### config.mk
export PLATFORM = sky130hd
export DESIGN_NAME = segment_clip_against_break_slab_flat
export DESIGN_NICKNAME = d
export VERILOG_FILES = /design/src/scab_pkg.sv /design/src/scab_if.sv /design/src/scab_datapath.sv /design/src/scab_ctrl.sv /design/src/segment_clip_against_break_slab.sv /design/src/flat_wrapper.sv
export SDC_FILE = /design/constraint.sdc
export NUM_CORES = 2
export LEC_CHECK = 0
export ABC_AREA = 1
export BUFFER_PORTS_ARGS = -buffer_cell sky130_fd_sc_hd__buf_4
export CORE_ASPECT_RATIO = 1.4
export CORE_UTILIZATION = 50
export CTS_BUF_LIST = sky130_fd_sc_hd__clkbuf_8
export DETAILED_ROUTE_END_ITERATION = 6
export PLACE_DENSITY = 0.76
export SYNTH_ARGS = -nofsm -noshare
export SYNTH_HDL_FRONTEND = slang
export SYNTH_HIERARCHICAL = 1
export SYNTH_SLANG_ARGS = --single-unit
export TNS_END_PERCENT = 30
### constraint.sdc
create_clock -name clk_i -period 24.3 [get_ports clk_i]
set_clock_uncertainty 0.2 [all_clocks]
set_input_delay 2.43 -clock clk_i [delete_from_list [all_inputs] [get_ports clk_i]]
set_output_delay 2.43 -clock clk_i [all_outputs]
set_load 0.02 [all_outputs]
### src/scab_pkg.sv
// Shared constants, codes and control types for the segment slab clipper.
package scab_pkg;

  localparam int COORD_WIDTH   = 32;
  localparam int FRACTION_BITS = 16;
  localparam int TOL_WIDTH     = 16;
  localparam int CFG_IDX_W     = 3;

  // Configuration register indexes
  typedef enum logic [CFG_IDX_W-1:0] {
    REG_BREAK_NEAR    = 3'd0,
    REG_BREAK_FAR     = 3'd1,
    REG_AXIS_IS_X     = 3'd2,
    REG_BREAK_ENABLED = 3'd3,
    REG_TOLERANCE     = 3'd4
  } cfg_idx_e;

  // Datapath operations issued by the controller
  typedef enum logic [3:0] {
    OP_IDLE,
    OP_LOAD,
    OP_DIV_INIT,
    OP_DIV_STEP,
    OP_DIV_SAVE,
    OP_MUL,
    OP_FIN,
    OP_EMIT,
    OP_FINISH
  } op_e;

  // Interpolation jobs: half-parameter tests and crossing points
  typedef enum logic [2:0] {
    J_MID,
    J_LOH,
    J_LOX,
    J_LOY,
    J_HIH,
    J_HIX,
    J_HIY
  } job_e;

  // Kept piece shapes
  typedef enum logic [1:0] {
    P_WHOLE,
    P_LO,
    P_HI
  } piece_e;

  typedef struct packed {
    op_e    op;
    logic   lim_far;
    job_e   job;
    piece_e piece;
    logic   last;
    logic   none;
  } cmd_t;

  typedef struct packed {
    logic usable;
    logic hit_near;
    logic hit_far;
    logic lo_pos;
    logic hi_open;
    logic outside;
  } stat_t;

endpackage

### src/scab_if.sv
// Channel interfaces: segment input, piece output and configuration writes.
interface scab_seg_if #(
  parameter int CW = scab_pkg::COORD_WIDTH
);
  logic          valid;
  logic          ready;
  logic [CW-1:0] start_x;
  logic [CW-1:0] start_y;
  logic [CW-1:0] end_x;
  logic [CW-1:0] end_y;
  logic          in_polyline;
  logic          last_of_curve;

  modport source (output valid, start_x, start_y, end_x, end_y, in_polyline, last_of_curve,
                  input ready);
  modport sink (input valid, start_x, start_y, end_x, end_y, in_polyline, last_of_curve,
                output ready);
endinterface

interface scab_piece_if #(
  parameter int CW = scab_pkg::COORD_WIDTH
);
  logic          valid;
  logic          ready;
  logic [CW-1:0] piece_start_x;
  logic [CW-1:0] piece_start_y;
  logic [CW-1:0] piece_end_x;
  logic [CW-1:0] piece_end_y;
  logic          joins_run;
  logic          last_piece;

  modport source (output valid, piece_start_x, piece_start_y, piece_end_x, piece_end_y,
                  joins_run, last_piece, input ready);
  modport sink (input valid, piece_start_x, piece_start_y, piece_end_x, piece_end_y,
                joins_run, last_piece, output ready);
endinterface

interface scab_cfg_if #(
  parameter int CW = scab_pkg::COORD_WIDTH
);
  logic                           valid;
  logic                           ready;
  logic [scab_pkg::CFG_IDX_W-1:0] index;
  logic [CW-1:0]                  data;

  modport source (output valid, index, data, input ready);
  modport sink (input valid, index, data, output ready);
endinterface

### src/scab_datapath.sv
// Datapath: config registers, segment registers, serial divider, lerp unit, run tracking.
module scab_datapath #(
  parameter int CW = scab_pkg::COORD_WIDTH,
  parameter int FB = scab_pkg::FRACTION_BITS
) (
  input  logic                           clk_i,
  input  logic                           rst_ni,
  input  logic                           cfg_we_i,
  input  logic [scab_pkg::CFG_IDX_W-1:0] cfg_index_i,
  input  logic [CW-1:0]                  cfg_data_i,
  input  logic [CW-1:0]                  start_x_i,
  input  logic [CW-1:0]                  start_y_i,
  input  logic [CW-1:0]                  end_x_i,
  input  logic [CW-1:0]                  end_y_i,
  input  logic                           in_polyline_i,
  input  logic                           last_of_curve_i,
  input  scab_pkg::cmd_t                 cmd_i,
  output scab_pkg::stat_t                stat_o,
  output logic [CW-1:0]                  piece_start_x_o,
  output logic [CW-1:0]                  piece_start_y_o,
  output logic [CW-1:0]                  piece_end_x_o,
  output logic [CW-1:0]                  piece_end_y_o,
  output logic                           joins_run_o,
  output logic                           last_piece_o
);

  localparam int DW = CW + 1;
  localparam int TW = FB + 1;
  localparam int PW = DW + TW;
  localparam int TOLW = scab_pkg::TOL_WIDTH;
  localparam logic [TW-1:0] ONE_T  = {1'b1, {FB{1'b0}}};
  localparam logic [TW-1:0] HALF_T = ONE_T >> 1;

  // configuration
  logic [CW-1:0]   near_q, far_q;
  logic            axis_x_q, enabled_q;
  logic [TOLW-1:0] tol_q;

  // segment
  logic [CW-1:0] ax_q, ay_q, bx_q, by_q;
  logic          poly_q, last_q;

  // divider
  logic [PW-1:0] rem_q, dsh_q;
  logic [TW-1:0] quo_q;
  logic [TW-1:0] tn_q, tf_q;

  // lerp unit
  logic [PW-1:0] prod_q;
  logic          neg_q;
  logic [CW-1:0] base_q;
  logic [CW-1:0] mid_q, lox_q, loy_q, hix_q, hiy_q;

  // run tracking
  logic          run_open_q;
  logic [CW-1:0] run_end_q;

  function automatic logic signed [DW-1:0] sext(input logic [CW-1:0] v);
    return $signed({v[CW-1], v});
  endfunction

  function automatic logic cross_hit(input logic signed [DW-1:0] f, input logic signed [DW-1:0] t,
                                     input logic signed [DW-1:0] lim, input logic [DW-1:0] tol);
    logic [DW-1:0] den;
    logic          up;
    up  = t > f;
    den = up ? DW'(t - f) : DW'(f - t);
    return (den != '0) && (den >= tol) && (up ? (lim > f && lim < t) : (lim < f && lim > t));
  endfunction

  logic signed [DW-1:0] fa_w, ta_w, near_w, far_w, lim_w, tol_w, mid_w;
  logic [DW-1:0]        den_w, num_w;
  logic                 hn, hf;
  logic [TW-1:0]        lo_t, hi_t, quo_c;
  logic [TW:0]          hih_sum;
  logic [CW-1:0]        la, lb;
  logic [TW-1:0]        lt;
  logic signed [DW-1:0] ldiff;
  logic [DW-1:0]        lmag;
  logic [PW-1:0]        rsum;
  logic [CW-1:0]        rnd, lres;
  logic                 rem_ge;
  logic [CW-1:0]        ps_x, ps_y, pe_x, pe_y, s_al, e_al;
  logic signed [DW-1:0] gap_d;
  logic [DW-1:0]        gap;

  // along-axis view and crossing tests
  always_comb begin
    fa_w   = axis_x_q ? sext(ax_q) : sext(ay_q);
    ta_w   = axis_x_q ? sext(bx_q) : sext(by_q);
    near_w = sext(near_q);
    far_w  = sext(far_q);
    tol_w  = $signed({{(DW-TOLW){1'b0}}, tol_q});
    mid_w  = sext(mid_q);
    hn     = cross_hit(fa_w, ta_w, near_w, tol_w);
    hf     = cross_hit(fa_w, ta_w, far_w, tol_w);
    lim_w  = cmd_i.lim_far ? far_w : near_w;
    den_w  = (ta_w > fa_w) ? DW'(ta_w - fa_w) : DW'(fa_w - ta_w);
    num_w  = (ta_w > fa_w) ? DW'(lim_w - fa_w) : DW'(fa_w - lim_w);
  end

  // cut parameters of the kept parts
  always_comb begin
    if (!hn) begin
      lo_t = '0;
    end else if (hf) begin
      lo_t = (tn_q < tf_q) ? tn_q : tf_q;
    end else begin
      lo_t = tn_q;
    end
    if (!hf) begin
      hi_t = ONE_T;
    end else if (hn) begin
      hi_t = (tn_q > tf_q) ? tn_q : tf_q;
    end else begin
      hi_t = tf_q;
    end
    hih_sum = {1'b0, hi_t} + {1'b0, ONE_T};
    quo_c   = (quo_q > ONE_T) ? ONE_T : quo_q;
    rem_ge  = rem_q >= dsh_q;
  end

  always_comb begin
    stat_o.usable   = enabled_q && ((far_w - near_w) > tol_w);
    stat_o.hit_near = hn;
    stat_o.hit_far  = hf;
    stat_o.lo_pos   = lo_t != '0;
    stat_o.hi_open  = hi_t < ONE_T;
    stat_o.outside  = ((mid_w - near_w) <= tol_w) || ((far_w - mid_w) <= tol_w);
  end

  // lerp operand selection by job
  always_comb begin
    la = axis_x_q ? ax_q : ay_q;
    lb = axis_x_q ? bx_q : by_q;
    lt = HALF_T;
    unique case (cmd_i.job)
      scab_pkg::J_MID: lt = HALF_T;
      scab_pkg::J_LOH: lt = lo_t >> 1;
      scab_pkg::J_LOX: begin
        la = ax_q; lb = bx_q; lt = lo_t;
      end
      scab_pkg::J_LOY: begin
        la = ay_q; lb = by_q; lt = lo_t;
      end
      scab_pkg::J_HIH: lt = hih_sum[TW:1];
      scab_pkg::J_HIX: begin
        la = ax_q; lb = bx_q; lt = hi_t;
      end
      scab_pkg::J_HIY: begin
        la = ay_q; lb = by_q; lt = hi_t;
      end
      default: lt = HALF_T;
    endcase
    ldiff = sext(lb) - sext(la);
    lmag  = ldiff[DW-1] ? DW'(-ldiff) : DW'(ldiff);
    rsum  = prod_q + {{DW{1'b0}}, HALF_T};
    rnd   = rsum[FB +: CW];
    lres  = neg_q ? (base_q - rnd) : (base_q + rnd);
  end

  // piece selection for output
  always_comb begin
    ps_x = ax_q; ps_y = ay_q; pe_x = bx_q; pe_y = by_q;
    unique case (cmd_i.piece)
      scab_pkg::P_WHOLE: ;
      scab_pkg::P_LO: begin
        pe_x = lox_q; pe_y = loy_q;
      end
      scab_pkg::P_HI: begin
        ps_x = hix_q; ps_y = hiy_q;
      end
      default: ;
    endcase
    s_al  = axis_x_q ? ps_x : ps_y;
    e_al  = axis_x_q ? pe_x : pe_y;
    gap_d = sext(s_al) - sext(run_end_q);
    gap   = gap_d[DW-1] ? DW'(-gap_d) : DW'(gap_d);
  end

  // configuration registers
  always_ff @(posedge clk_i or negedge rst_ni) begin
    if (!rst_ni) begin
      near_q    <= '0;
      far_q     <= '0;
      axis_x_q  <= 1'b1;
      enabled_q <= 1'b0;
      tol_q     <= TOLW'(1);
    end else if (cfg_we_i) begin
      case (cfg_index_i)
        scab_pkg::REG_BREAK_NEAR:    near_q    <= cfg_data_i;
        scab_pkg::REG_BREAK_FAR:     far_q     <= cfg_data_i;
        scab_pkg::REG_AXIS_IS_X:     axis_x_q  <= cfg_data_i[0];
        scab_pkg::REG_BREAK_ENABLED: enabled_q <= cfg_data_i[0];
        scab_pkg::REG_TOLERANCE:     tol_q     <= cfg_data_i[TOLW-1:0];
        default: ;
      endcase
    end
  end

  // run state
  always_ff @(posedge clk_i or negedge rst_ni) begin
    if (!rst_ni) begin
      run_open_q <= 1'b0;
      run_end_q  <= '0;
    end else if (cmd_i.op == scab_pkg::OP_EMIT && poly_q) begin
      run_open_q <= 1'b1;
      run_end_q  <= e_al;
    end else if (cmd_i.op == scab_pkg::OP_FINISH && (!poly_q || last_q || cmd_i.none)) begin
      run_open_q <= 1'b0;
    end
  end

  // payload and arithmetic registers
  always_ff @(posedge clk_i) begin
    unique case (cmd_i.op)
      scab_pkg::OP_LOAD: begin
        ax_q   <= start_x_i;
        ay_q   <= start_y_i;
        bx_q   <= end_x_i;
        by_q   <= end_y_i;
        poly_q <= in_polyline_i;
        last_q <= last_of_curve_i;
      end
      scab_pkg::OP_DIV_INIT: begin
        rem_q <= {1'b0, num_w, {FB{1'b0}}} + {{TW{1'b0}}, den_w >> 1};
        dsh_q <= {1'b0, den_w, {FB{1'b0}}};
        quo_q <= '0;
      end
      scab_pkg::OP_DIV_STEP: begin
        if (rem_ge) begin
          rem_q <= rem_q - dsh_q;
        end
        dsh_q <= dsh_q >> 1;
        quo_q <= {quo_q[TW-2:0], rem_ge};
      end
      scab_pkg::OP_DIV_SAVE: begin
        if (cmd_i.lim_far) begin
          tf_q <= quo_c;
        end else begin
          tn_q <= quo_c;
        end
      end
      scab_pkg::OP_MUL: begin
        prod_q <= lmag * lt;
        neg_q  <= ldiff[DW-1];
        base_q <= la;
      end
      scab_pkg::OP_FIN: begin
        unique case (cmd_i.job)
          scab_pkg::J_LOX: lox_q <= lres;
          scab_pkg::J_LOY: loy_q <= lres;
          scab_pkg::J_HIX: hix_q <= lres;
          scab_pkg::J_HIY: hiy_q <= lres;
          default:         mid_q <= lres;
        endcase
      end
      scab_pkg::OP_EMIT: begin
        piece_start_x_o <= ps_x;
        piece_start_y_o <= ps_y;
        piece_end_x_o   <= pe_x;
        piece_end_y_o   <= pe_y;
        joins_run_o     <= poly_q && run_open_q && (gap <= DW'(tol_q));
        last_piece_o    <= cmd_i.last;
      end
      default: ;
    endcase
  end

endmodule

### src/scab_ctrl.sv
// Controller: sequences load, divisions, interpolations and piece beats.
module scab_ctrl #(
  parameter int FB = scab_pkg::FRACTION_BITS
) (
  input  logic            clk_i,
  input  logic            rst_ni,
  input  logic            in_valid_i,
  output logic            in_ready_o,
  output logic            out_valid_o,
  input  logic            out_ready_i,
  input  scab_pkg::stat_t stat_i,
  output scab_pkg::cmd_t  cmd_o
);

  localparam int TW   = FB + 1;
  localparam int CNTW = $clog2(TW);

  typedef enum logic [3:0] {
    S_IDLE,
    S_CHECK,
    S_DIV_INIT,
    S_DIV_RUN,
    S_DIV_SAVE,
    S_ROUTE,
    S_MUL,
    S_FIN,
    S_PLAN,
    S_EMIT,
    S_OUT,
    S_FINISH
  } state_e;

  state_e            state_q;
  logic [CNTW-1:0]   cnt_q;
  logic              far_q;
  scab_pkg::job_e    job_q;
  scab_pkg::piece_e  piece_q;
  logic              keep_whole_q, keep_a_q, keep_b_q, out_valid_q;

  assign in_ready_o  = state_q == S_IDLE;
  assign out_valid_o = out_valid_q;

  // datapath command for the current state
  always_comb begin
    cmd_o.op      = scab_pkg::OP_IDLE;
    cmd_o.lim_far = far_q;
    cmd_o.job     = job_q;
    cmd_o.piece   = piece_q;
    cmd_o.last    = !(piece_q == scab_pkg::P_LO && keep_b_q);
    cmd_o.none    = !(keep_whole_q || keep_a_q || keep_b_q);
    unique case (state_q)
      S_IDLE:     cmd_o.op = in_valid_i ? scab_pkg::OP_LOAD : scab_pkg::OP_IDLE;
      S_DIV_INIT: cmd_o.op = scab_pkg::OP_DIV_INIT;
      S_DIV_RUN:  cmd_o.op = scab_pkg::OP_DIV_STEP;
      S_DIV_SAVE: cmd_o.op = scab_pkg::OP_DIV_SAVE;
      S_MUL:      cmd_o.op = scab_pkg::OP_MUL;
      S_FIN:      cmd_o.op = scab_pkg::OP_FIN;
      S_EMIT:     cmd_o.op = scab_pkg::OP_EMIT;
      S_FINISH:   cmd_o.op = scab_pkg::OP_FINISH;
      default:    cmd_o.op = scab_pkg::OP_IDLE;
    endcase
  end

  // sequencer
  always_ff @(posedge clk_i or negedge rst_ni) begin
    if (!rst_ni) begin
      state_q      <= S_IDLE;
      cnt_q        <= '0;
      far_q        <= 1'b0;
      job_q        <= scab_pkg::J_MID;
      piece_q      <= scab_pkg::P_WHOLE;
      keep_whole_q <= 1'b0;
      keep_a_q     <= 1'b0;
      keep_b_q     <= 1'b0;
      out_valid_q  <= 1'b0;
    end else begin
      unique case (state_q)
        S_IDLE: begin
          if (in_valid_i) begin
            keep_whole_q <= 1'b0;
            keep_a_q     <= 1'b0;
            keep_b_q     <= 1'b0;
            state_q      <= S_CHECK;
          end
        end
        S_CHECK: begin
          if (!stat_i.usable) begin
            keep_whole_q <= 1'b1;
            piece_q      <= scab_pkg::P_WHOLE;
            state_q      <= S_EMIT;
          end else if (stat_i.hit_near) begin
            far_q   <= 1'b0;
            state_q <= S_DIV_INIT;
          end else if (stat_i.hit_far) begin
            far_q   <= 1'b1;
            state_q <= S_DIV_INIT;
          end else begin
            job_q   <= scab_pkg::J_MID;
            state_q <= S_MUL;
          end
        end
        S_DIV_INIT: begin
          cnt_q   <= '0;
          state_q <= S_DIV_RUN;
        end
        S_DIV_RUN: begin
          cnt_q <= cnt_q + CNTW'(1);
          if (cnt_q == CNTW'(TW - 1)) begin
            state_q <= S_DIV_SAVE;
          end
        end
        S_DIV_SAVE: begin
          if (!far_q && stat_i.hit_far) begin
            far_q   <= 1'b1;
            state_q <= S_DIV_INIT;
          end else begin
            state_q <= S_ROUTE;
          end
        end
        S_ROUTE: begin
          if (stat_i.lo_pos) begin
            job_q   <= scab_pkg::J_LOH;
            state_q <= S_MUL;
          end else if (stat_i.hi_open) begin
            job_q   <= scab_pkg::J_HIH;
            state_q <= S_MUL;
          end else begin
            state_q <= S_FINISH;
          end
        end
        S_MUL: state_q <= S_FIN;
        S_FIN: state_q <= S_PLAN;
        S_PLAN: begin
          unique case (job_q)
            scab_pkg::J_MID: begin
              if (stat_i.outside) begin
                keep_whole_q <= 1'b1;
                piece_q      <= scab_pkg::P_WHOLE;
                state_q      <= S_EMIT;
              end else begin
                state_q <= S_FINISH;
              end
            end
            scab_pkg::J_LOH: begin
              if (stat_i.outside) begin
                keep_a_q <= 1'b1;
                job_q    <= scab_pkg::J_LOX;
                state_q  <= S_MUL;
              end else if (stat_i.hi_open) begin
                job_q   <= scab_pkg::J_HIH;
                state_q <= S_MUL;
              end else begin
                state_q <= S_FINISH;
              end
            end
            scab_pkg::J_LOX: begin
              job_q   <= scab_pkg::J_LOY;
              state_q <= S_MUL;
            end
            scab_pkg::J_LOY: begin
              if (stat_i.hi_open) begin
                job_q   <= scab_pkg::J_HIH;
                state_q <= S_MUL;
              end else begin
                piece_q <= scab_pkg::P_LO;
                state_q <= S_EMIT;
              end
            end
            scab_pkg::J_HIH: begin
              if (stat_i.outside) begin
                keep_b_q <= 1'b1;
                job_q    <= scab_pkg::J_HIX;
                state_q  <= S_MUL;
              end else if (keep_a_q) begin
                piece_q <= scab_pkg::P_LO;
                state_q <= S_EMIT;
              end else begin
                state_q <= S_FINISH;
              end
            end
            scab_pkg::J_HIX: begin
              job_q   <= scab_pkg::J_HIY;
              state_q <= S_MUL;
            end
            scab_pkg::J_HIY: begin
              piece_q <= keep_a_q ? scab_pkg::P_LO : scab_pkg::P_HI;
              state_q <= S_EMIT;
            end
            default: state_q <= S_FINISH;
          endcase
        end
        S_EMIT: begin
          out_valid_q <= 1'b1;
          state_q     <= S_OUT;
        end
        S_OUT: begin
          if (out_ready_i) begin
            out_valid_q <= 1'b0;
            if (piece_q == scab_pkg::P_LO && keep_b_q) begin
              piece_q <= scab_pkg::P_HI;
              state_q <= S_EMIT;
            end else begin
              state_q <= S_FINISH;
            end
          end
        end
        S_FINISH: state_q <= S_IDLE;
        default:  state_q <= S_IDLE;
      endcase
    end
  end

`ifndef SYNTHESIS
  // a result beat is offered only while waiting on the output
  a_out_in_out_state: assert property (@(posedge clk_i) disable iff (!rst_ni)
    out_valid_q |-> state_q == S_OUT)
    else $error("piece valid outside output wait");

  // a whole-segment piece never mixes with cut pieces
  a_whole_exclusive: assert property (@(posedge clk_i) disable iff (!rst_ni)
    keep_whole_q |-> !keep_a_q && !keep_b_q)
    else $error("whole and cut pieces both kept");

  // a new segment is only taken with no pending piece
  a_accept_clear: assert property (@(posedge clk_i) disable iff (!rst_ni)
    (in_valid_i && in_ready_o) |=> !out_valid_q && state_q == S_CHECK)
    else $error("segment accepted while busy");

  // the high piece is emitted only when it was kept
  a_hi_kept: assert property (@(posedge clk_i) disable iff (!rst_ni)
    (state_q == S_EMIT && piece_q == scab_pkg::P_HI) |-> keep_b_q)
    else $error("high piece emitted without being kept");
`endif

endmodule

### src/segment_clip_against_break_slab.sv
// Segment clipper against a break slab along x or y, Q1.16 crossing parameters.
// Processing: one segment at a time, through the serial divider (FRACTION_BITS+1 steps per
//   crossing) and the shared interpolation unit, plus stalls on the piece output.
// Reset: asynchronous active low; limits 0, axis x, break disabled, tolerance 1, run closed.
module segment_clip_against_break_slab #(
  parameter int COORD_WIDTH   = scab_pkg::COORD_WIDTH,
  parameter int FRACTION_BITS = scab_pkg::FRACTION_BITS
) (
  input logic          clk_i,
  input logic          rst_ni,
  scab_cfg_if.sink     cfg_i,
  scab_seg_if.sink     seg_i,
  scab_piece_if.source piece_o
);

  scab_pkg::cmd_t  cmd;
  scab_pkg::stat_t stat;

  assign cfg_i.ready = 1'b1;

  scab_ctrl #(
    .FB (FRACTION_BITS)
  ) u_ctrl (
    .clk_i       (clk_i),
    .rst_ni      (rst_ni),
    .in_valid_i  (seg_i.valid),
    .in_ready_o  (seg_i.ready),
    .out_valid_o (piece_o.valid),
    .out_ready_i (piece_o.ready),
    .stat_i      (stat),
    .cmd_o       (cmd)
  );

  scab_datapath #(
    .CW (COORD_WIDTH),
    .FB (FRACTION_BITS)
  ) u_datapath (
    .clk_i           (clk_i),
    .rst_ni          (rst_ni),
    .cfg_we_i        (cfg_i.valid),
    .cfg_index_i     (cfg_i.index),
    .cfg_data_i      (cfg_i.data),
    .start_x_i       (seg_i.start_x),
    .start_y_i       (seg_i.start_y),
    .end_x_i         (seg_i.end_x),
    .end_y_i         (seg_i.end_y),
    .in_polyline_i   (seg_i.in_polyline),
    .last_of_curve_i (seg_i.last_of_curve),
    .cmd_i           (cmd),
    .stat_o          (stat),
    .piece_start_x_o (piece_o.piece_start_x),
    .piece_start_y_o (piece_o.piece_start_y),
    .piece_end_x_o   (piece_o.piece_end_x),
    .piece_end_y_o   (piece_o.piece_end_y),
    .joins_run_o     (piece_o.joins_run),
    .last_piece_o    (piece_o.last_piece)
  );

endmodule
### src/flat_wrapper.sv
// flat-port wrapper written by rule: the top's interface ports become plain ports
module segment_clip_against_break_slab_flat 
#(
  parameter int COORD_WIDTH   = scab_pkg::COORD_WIDTH,
  parameter int FRACTION_BITS = scab_pkg::FRACTION_BITS
)
  (clk_i, rst_ni, cfg_i_valid, cfg_i_index, cfg_i_data, cfg_i_ready, seg_i_valid, seg_i_start_x, seg_i_start_y, seg_i_end_x, seg_i_end_y, seg_i_in_polyline, seg_i_last_of_curve, seg_i_ready, piece_o_valid, piece_o_piece_start_x, piece_o_piece_start_y, piece_o_piece_end_x, piece_o_piece_end_y, piece_o_joins_run, piece_o_last_piece, piece_o_ready);
  scab_cfg_if cfg_i_i ();
  scab_seg_if seg_i_i ();
  scab_piece_if piece_o_i ();
  input logic clk_i;
  input logic rst_ni;
  input wire logic [$bits(cfg_i_i.valid)-1:0] cfg_i_valid;
  input wire logic [$bits(cfg_i_i.index)-1:0] cfg_i_index;
  input wire logic [$bits(cfg_i_i.data)-1:0] cfg_i_data;
  output wire logic [$bits(cfg_i_i.ready)-1:0] cfg_i_ready;
  input wire logic [$bits(seg_i_i.valid)-1:0] seg_i_valid;
  input wire logic [$bits(seg_i_i.start_x)-1:0] seg_i_start_x;
  input wire logic [$bits(seg_i_i.start_y)-1:0] seg_i_start_y;
  input wire logic [$bits(seg_i_i.end_x)-1:0] seg_i_end_x;
  input wire logic [$bits(seg_i_i.end_y)-1:0] seg_i_end_y;
  input wire logic [$bits(seg_i_i.in_polyline)-1:0] seg_i_in_polyline;
  input wire logic [$bits(seg_i_i.last_of_curve)-1:0] seg_i_last_of_curve;
  output wire logic [$bits(seg_i_i.ready)-1:0] seg_i_ready;
  output wire logic [$bits(piece_o_i.valid)-1:0] piece_o_valid;
  output wire logic [$bits(piece_o_i.piece_start_x)-1:0] piece_o_piece_start_x;
  output wire logic [$bits(piece_o_i.piece_start_y)-1:0] piece_o_piece_start_y;
  output wire logic [$bits(piece_o_i.piece_end_x)-1:0] piece_o_piece_end_x;
  output wire logic [$bits(piece_o_i.piece_end_y)-1:0] piece_o_piece_end_y;
  output wire logic [$bits(piece_o_i.joins_run)-1:0] piece_o_joins_run;
  output wire logic [$bits(piece_o_i.last_piece)-1:0] piece_o_last_piece;
  input wire logic [$bits(piece_o_i.ready)-1:0] piece_o_ready;
  assign cfg_i_i.valid = cfg_i_valid;
  assign cfg_i_i.index = cfg_i_index;
  assign cfg_i_i.data = cfg_i_data;
  assign cfg_i_ready = cfg_i_i.ready;
  assign seg_i_i.valid = seg_i_valid;
  assign seg_i_i.start_x = seg_i_start_x;
  assign seg_i_i.start_y = seg_i_start_y;
  assign seg_i_i.end_x = seg_i_end_x;
  assign seg_i_i.end_y = seg_i_end_y;
  assign seg_i_i.in_polyline = seg_i_in_polyline;
  assign seg_i_i.last_of_curve = seg_i_last_of_curve;
  assign seg_i_ready = seg_i_i.ready;
  assign piece_o_valid = piece_o_i.valid;
  assign piece_o_piece_start_x = piece_o_i.piece_start_x;
  assign piece_o_piece_start_y = piece_o_i.piece_start_y;
  assign piece_o_piece_end_x = piece_o_i.piece_end_x;
  assign piece_o_piece_end_y = piece_o_i.piece_end_y;
  assign piece_o_joins_run = piece_o_i.joins_run;
  assign piece_o_last_piece = piece_o_i.last_piece;
  assign piece_o_i.ready = piece_o_ready;
  segment_clip_against_break_slab #(.COORD_WIDTH(COORD_WIDTH), .FRACTION_BITS(FRACTION_BITS)) u_core (.clk_i(clk_i), .rst_ni(rst_ni), .cfg_i(cfg_i_i), .seg_i(seg_i_i), .piece_o(piece_o_i));
endmodule
* After elaboration in Yosys (flattened, before gate mapping)
Cells that the tools add are included.
Storage, ports and cells: output and inout port bits 133, input bits 170, logic and storage cells 287, register bits 786
Cells by class: $mul 1, bitwise gates (word level) 2, add/subtract/negate cells 18, mux-type cells 89, reduce and logical (&&, ||, !) cells 63, magnitude comparators 19, eq/ne operators 54
Operator list (count):
- $mux W32 | 9
- $mux W33 | 7
- $pmux W50 S2 | 2
- $sub A32 B32 Y33 | 5
- $gt A32 B33 Y1 | 4
- $lt A32 B33 Y1 | 4
- $sub A33 B33 Y33 | 4
- $pmux W32 S2 | 2
- $mux W17 | 7
- $pmux W17 S4 | 1
- $le A33 B17 Y1 | 2
- $neg A33 Y33 | 2
- $add A49 B32 Y50 | 1
- $ge A50 B50 Y1 | 1
- $mux W50 | 1
- $sub A50 B50 Y50 | 1
- $add A48 B16 Y48 const B | 1
- $mul A33 B17 Y48 | 1
- $pmux W4 S11 | 1
- $mux W4 | 9
- $pmux W17 S2 | 1
- $ge A33 B16 Y1 | 1
- $gt A33 B17 Y1 | 1
- $gt A33 B33 Y1 | 1
- other kinds (55) | 177

* Depth between registers and ports, before layout
depth in word-level cells 13, depth in mapped cells 80, mapped depth without buffers 74

* Hierarchy
The synthesis kept the hierarchy.
By module, submodules not included:
- scab_datapath | seq. area each 21978.6 um^2, area each 77215.3 um^2, cells each 9789, times used 1
- scab_ctrl | seq. area each 475.5 um^2, area each 1602.8 um^2, cells each 247, times used 1
- segment_clip_against_break_slab | seq. area each 0.0 um^2, area each 11.3 um^2, cells each 2, times used 1

* Worst setup path before layout
Ideal clock, no wire load.
path kind input -> register, start point in seg_i_valid, end point reg u_core.u_datapath.ax_q[0] (enable), arrival time 11.479 ns, setup time 0.778 ns, buffers on the path 0, setup slack 11.843 ns, cell stages on the path 4, cell sequence nand2_1 nand4_1 inv_1 nor3_1
RTL lines:
- start, declared | line flat_wrapper.sv:17 | input wire logic [$bits(seg_i_i.valid)-1:0] seg_i_valid;
- end signal, assigned | line scab_datapath.sv:218 | ax_q <= start_x_i;
- end, declared | line scab_datapath.sv:40 | logic [CW-1:0] ax_q, ay_q, bx_q, by_q;

* Worst setup path after layout
start point reg u_core.u_datapath.axis_x_q, end point reg u_core.u_datapath.prod_q[47] (data pin)
On the way: cells in the longest elaborated chain, start to end 11, elaborated cells between the ends (all ways) 39, classes of those cells add/sub: 5; mul: 1; order compare: 10; mux: 15; reduce/logical: 8
Ends and longest elaborated chain:
- start, declared | line scab_datapath.sv:36 | logic axis_x_q, enabled_q;
- start signal, assigned | line scab_datapath.sv:193 | scab_pkg::REG_AXIS_IS_X: axis_x_q <= cfg_data_i[0];
- $mux W33, on equally long branches | line scab_datapath.sv:89, scab_datapath.sv:90
- $sub A33 B33 Y33 / $gt A33 B33 Y1 (equally long branches) | line scab_datapath.sv:67, scab_datapath.sv:66
- $mux W33 | line scab_datapath.sv:67 | den = up ? DW'(t - f) : DW'(f - t);
- $ge A33 B16 Y1 / $reduce_bool A33 Y1 (equally long branches) | line scab_datapath.sv:68 | return (den != '0) && (den >= tol) && (up ? (lim > f && lim < t) : (lim < f && lim > t));
- $logic_and A1 B1 Y1 (2 in series) | line scab_datapath.sv:68
- $mux W17 | line scab_datapath.sv:113 | end else if (hn) begin
- $mux W17 | line scab_datapath.sv:111 | if (!hf) begin
- $add A17 B17 Y18 | line scab_datapath.sv:118 | hih_sum = {1'b0, hi_t} + {1'b0, ONE_T};
- $pmux W17 S4 | line scab_datapath.sv:137 | unique case (cmd_i.job)
- $mul A33 B17 Y48 (*) | line scab_datapath.sv:245 | prod_q <= lmag * lt;
- end signal, assigned | line scab_datapath.sv:245
- end, declared | line scab_datapath.sv:49 | logic [PW-1:0] prod_q;
Mark *: on every way between the ends. The rest lies on a longest branch, timed or not. A chain may end at the register's enable or synchronous reset.

==> flow_summary.ini <==
[layout]
largest_registers = u_core/u_datapath/rem_q (50), u_core/u_datapath/dsh_q (49), u_core/u_datapath/prod_q (33)
layout-drive-gt1-share = 0.08841
largest_reg_flops = 50
final_cell_mix = nand2_1 (2143), inv_1 (1736), nor2_1 (938)
final_common_cell = nand2_1
nets = 11761
syn_to_final_growth_pct = 10.41
largest-register = u_core/u_datapath/rem_q

[hold_path]
min_path_type = reg -> reg
holdPathStages = 2

[logic_synthesis]
ys.flop_type = edfxtp_1
syn_area_per_cell_um2 = 7.853
yosysWarnings = 6
synthCells = 10038
synth-edff-count = 636
synth_seq_cells = 770
netlist_area_um2 = 78830
synthDistinctLibCells = 78
ys_seq_area_frac = 0.2848
async_reset_ff_frac = 0.1740
syn_nets = 11410

[run_status]
violations = DRC, capacitance limit, slew limit
status = complete, but fails checks

[clocking]
clock-root-buffer = clkbuf_8
cts_tree = built
cts_resized = 0
cts_buffers = 132
path_clk_slew_ns = 0.07
cts_hold_buf = 0
cts.sinks = 770
clk_latency_ns = 1.00
htreeDepth = 4
cts_setup_buffers = 0
cts_buffer_depth = 3

[sta]
timing.fmax_mhz = 61.47
post-route-period-util = 0.6695
rsz0062_at_grt = no
hold_viol = 0
tightest_slew_ns = 1.567
finalSetupViolations = 0
tns_ns = 0
period_needed_ns = 16.27
maxSlewViolCount = 4
slew_headroom = -0.05239

[flow_run]
drv_cap = 3

[route]
viasPerCell = 6.079
via_count = 76684
first_iter_violations = 9158
first_pass_iters = 7
wirelength_um = 372000
drcViolationCount = 23
wl_per_cell_um = 29.49
antenna_left = 0

[grt]
overflow = 0
grt_usage = 0.4625
grt_max_degree = 131
antenna_found_initial = 48
grt_pass1_wl_um = 520000
grt_pass1_vias = 75093

[floorplan]
die_h_um = 471.8
die_area_um2 = 159300
die_x_um = 337.6
start_util = 0.5032
fp-row-count = 172
io_pins = 303
core-area_um2 = 156700

[worst_setup_path]
r2r_slack_ns = 8.03
crit_path_max_fanout = 82
critical-path-top-delay-family = adder cells
cp_slowest_cell = dfstp_4
cpPeakStageDelay_ns = 1.27
cp.required_ns = 24.86
timing.critical_path.buf_inv = 10
crit_top_cell = nand2_1
crit_cells = 64
start_kind = flip-flop
ff2ff_path_depth = 64
crit_path_end_kind = flip-flop
worst-setup-path-type = reg -> reg
worstPathArrival_ns = 16.83

[placement]
dp_hpwl_um = 302300
numPortBuffers = 301
gp_congestion = 1.102
-- worst paths after layout --
check,start,to
worst min-delay path,u_core/u_datapath/tol_q[7],u_core/u_datapath/tol_q[7]
max in group asynchronous,rst_ni,u_core/u_datapath/run_open_q
worst max-delay path,u_core/u_datapath/axis_x_q,u_core/u_datapath/prod_q[47]
min in group asynchronous,rst_ni,u_core/u_datapath/run_end_q[9]
worst max register to register,u_core/u_datapath/axis_x_q,u_core/u_datapath/prod_q[47]
worst min register to register,u_core/u_datapath/tol_q[7],u_core/u_datapath/tol_q[7]
-- synth_stat cells (46+ instances only) --
library cell / count / area share
nand2_1: 2147 / 0.10
inv_1: 1716 / 0.082
nor2_1: 948 / 0.045
ha_1: 729 / 0.12
a21oi_1: 711 / 0.045
o21ai_0: 673 / 0.043
edfxtp_1: 636 / 0.24
fa_1: 473 / 0.12
nand3_1: 273 / 0.017
xor2_1: 272 / 0.030
clkbuf_1: 139 / 0.0066
xnor2_1: 136 / 0.015
dfrtp_1: 132 / 0.042
nand4_1: 131 / 0.010
nor3_1: 85 / 0.0054
o22ai_1: 65 / 0.0052
o211ai_1: 62 / 0.0059
or2_2: 51 / 0.0040
mux2_2: 48 / 0.0069
a31oi_1: 46 / 0.0037
nor4_1: 46 / 0.0037
-- tightest hold or removal path, delay by kind of cell (launching register included) --
kind	cells	cell delay, ns
AOI/OAI and AO/OA	1	0.06
DFF	1	0.34
and+or+nand+nor	1	0.05
-- through the flow --
stage                     std cells  hold WS, ns  worst slack [ns]  cell area [um^2]    util
after floorplan               10038       0.2530             11.84             78830       -
after global placement        12342       0.2663             8.467             83950  0.5359
after global routing          12594       0.3094             7.077             86980  0.5552
final                         12614       0.2893             8.032             87030  0.5555
after CTS                     12585       0.2871             8.266             86950  0.5550
after detailed placement      12343       0.2730             8.241             83960  0.5359
-- metal layers --
| layer | track usage | vias up | part of all wire |
|---|---|---|---|
| li1 | - | 33441 | - |
| met1 | 0.5202 | 36849 | 0.34 |
| met2 | 0.7295 | 4891 | 0.45 |
| met3 | 0.1061 | 1489 | 0.10 |
| met4 | 0.4151 | 14 | 0.11 |
| met5 | 0 | - | 0.00025 |
-- cell families (layout without fill, tap and decap cells) --
| logic type | Yosys count | after routing | synth area share |
|---|---|---|---|
| buffers and inverters | 2005 | 2464 | 0.09958 |
| adders and majority gates | 1202 | 1202 | 0.2358 |
| muxes | 51 | 51 | 0.007238 |
| DFF | 770 | 770 | 0.2848 |
| xor gates and xnor gates | 408 | 408 | 0.04533 |
| and+or+nand+nor | 3785 | 3785 | 0.1992 |
| other | 1 | 30 | 0.00004757 |
| AOI/OAI and AO/OA | 1816 | 1816 | 0.1279 |
-- final cells by class --
class / instances / area [um^2]
multi-input combinational: 7263 / 48810
inverter: 1764 / 6630
sequential: 770 / 22460
antenna: 29 / 72.57
fill: 14577 / 69640
tap: 2088 / 2613
timing repair buffer: 458 / 3455
clock buffer: 146 / 2009
clock inverter: 96 / 983.4
Power is left out: the tool's default activity adds up to more than one toggle a clock period on the data nets, which glitch-free logic cannot reach.
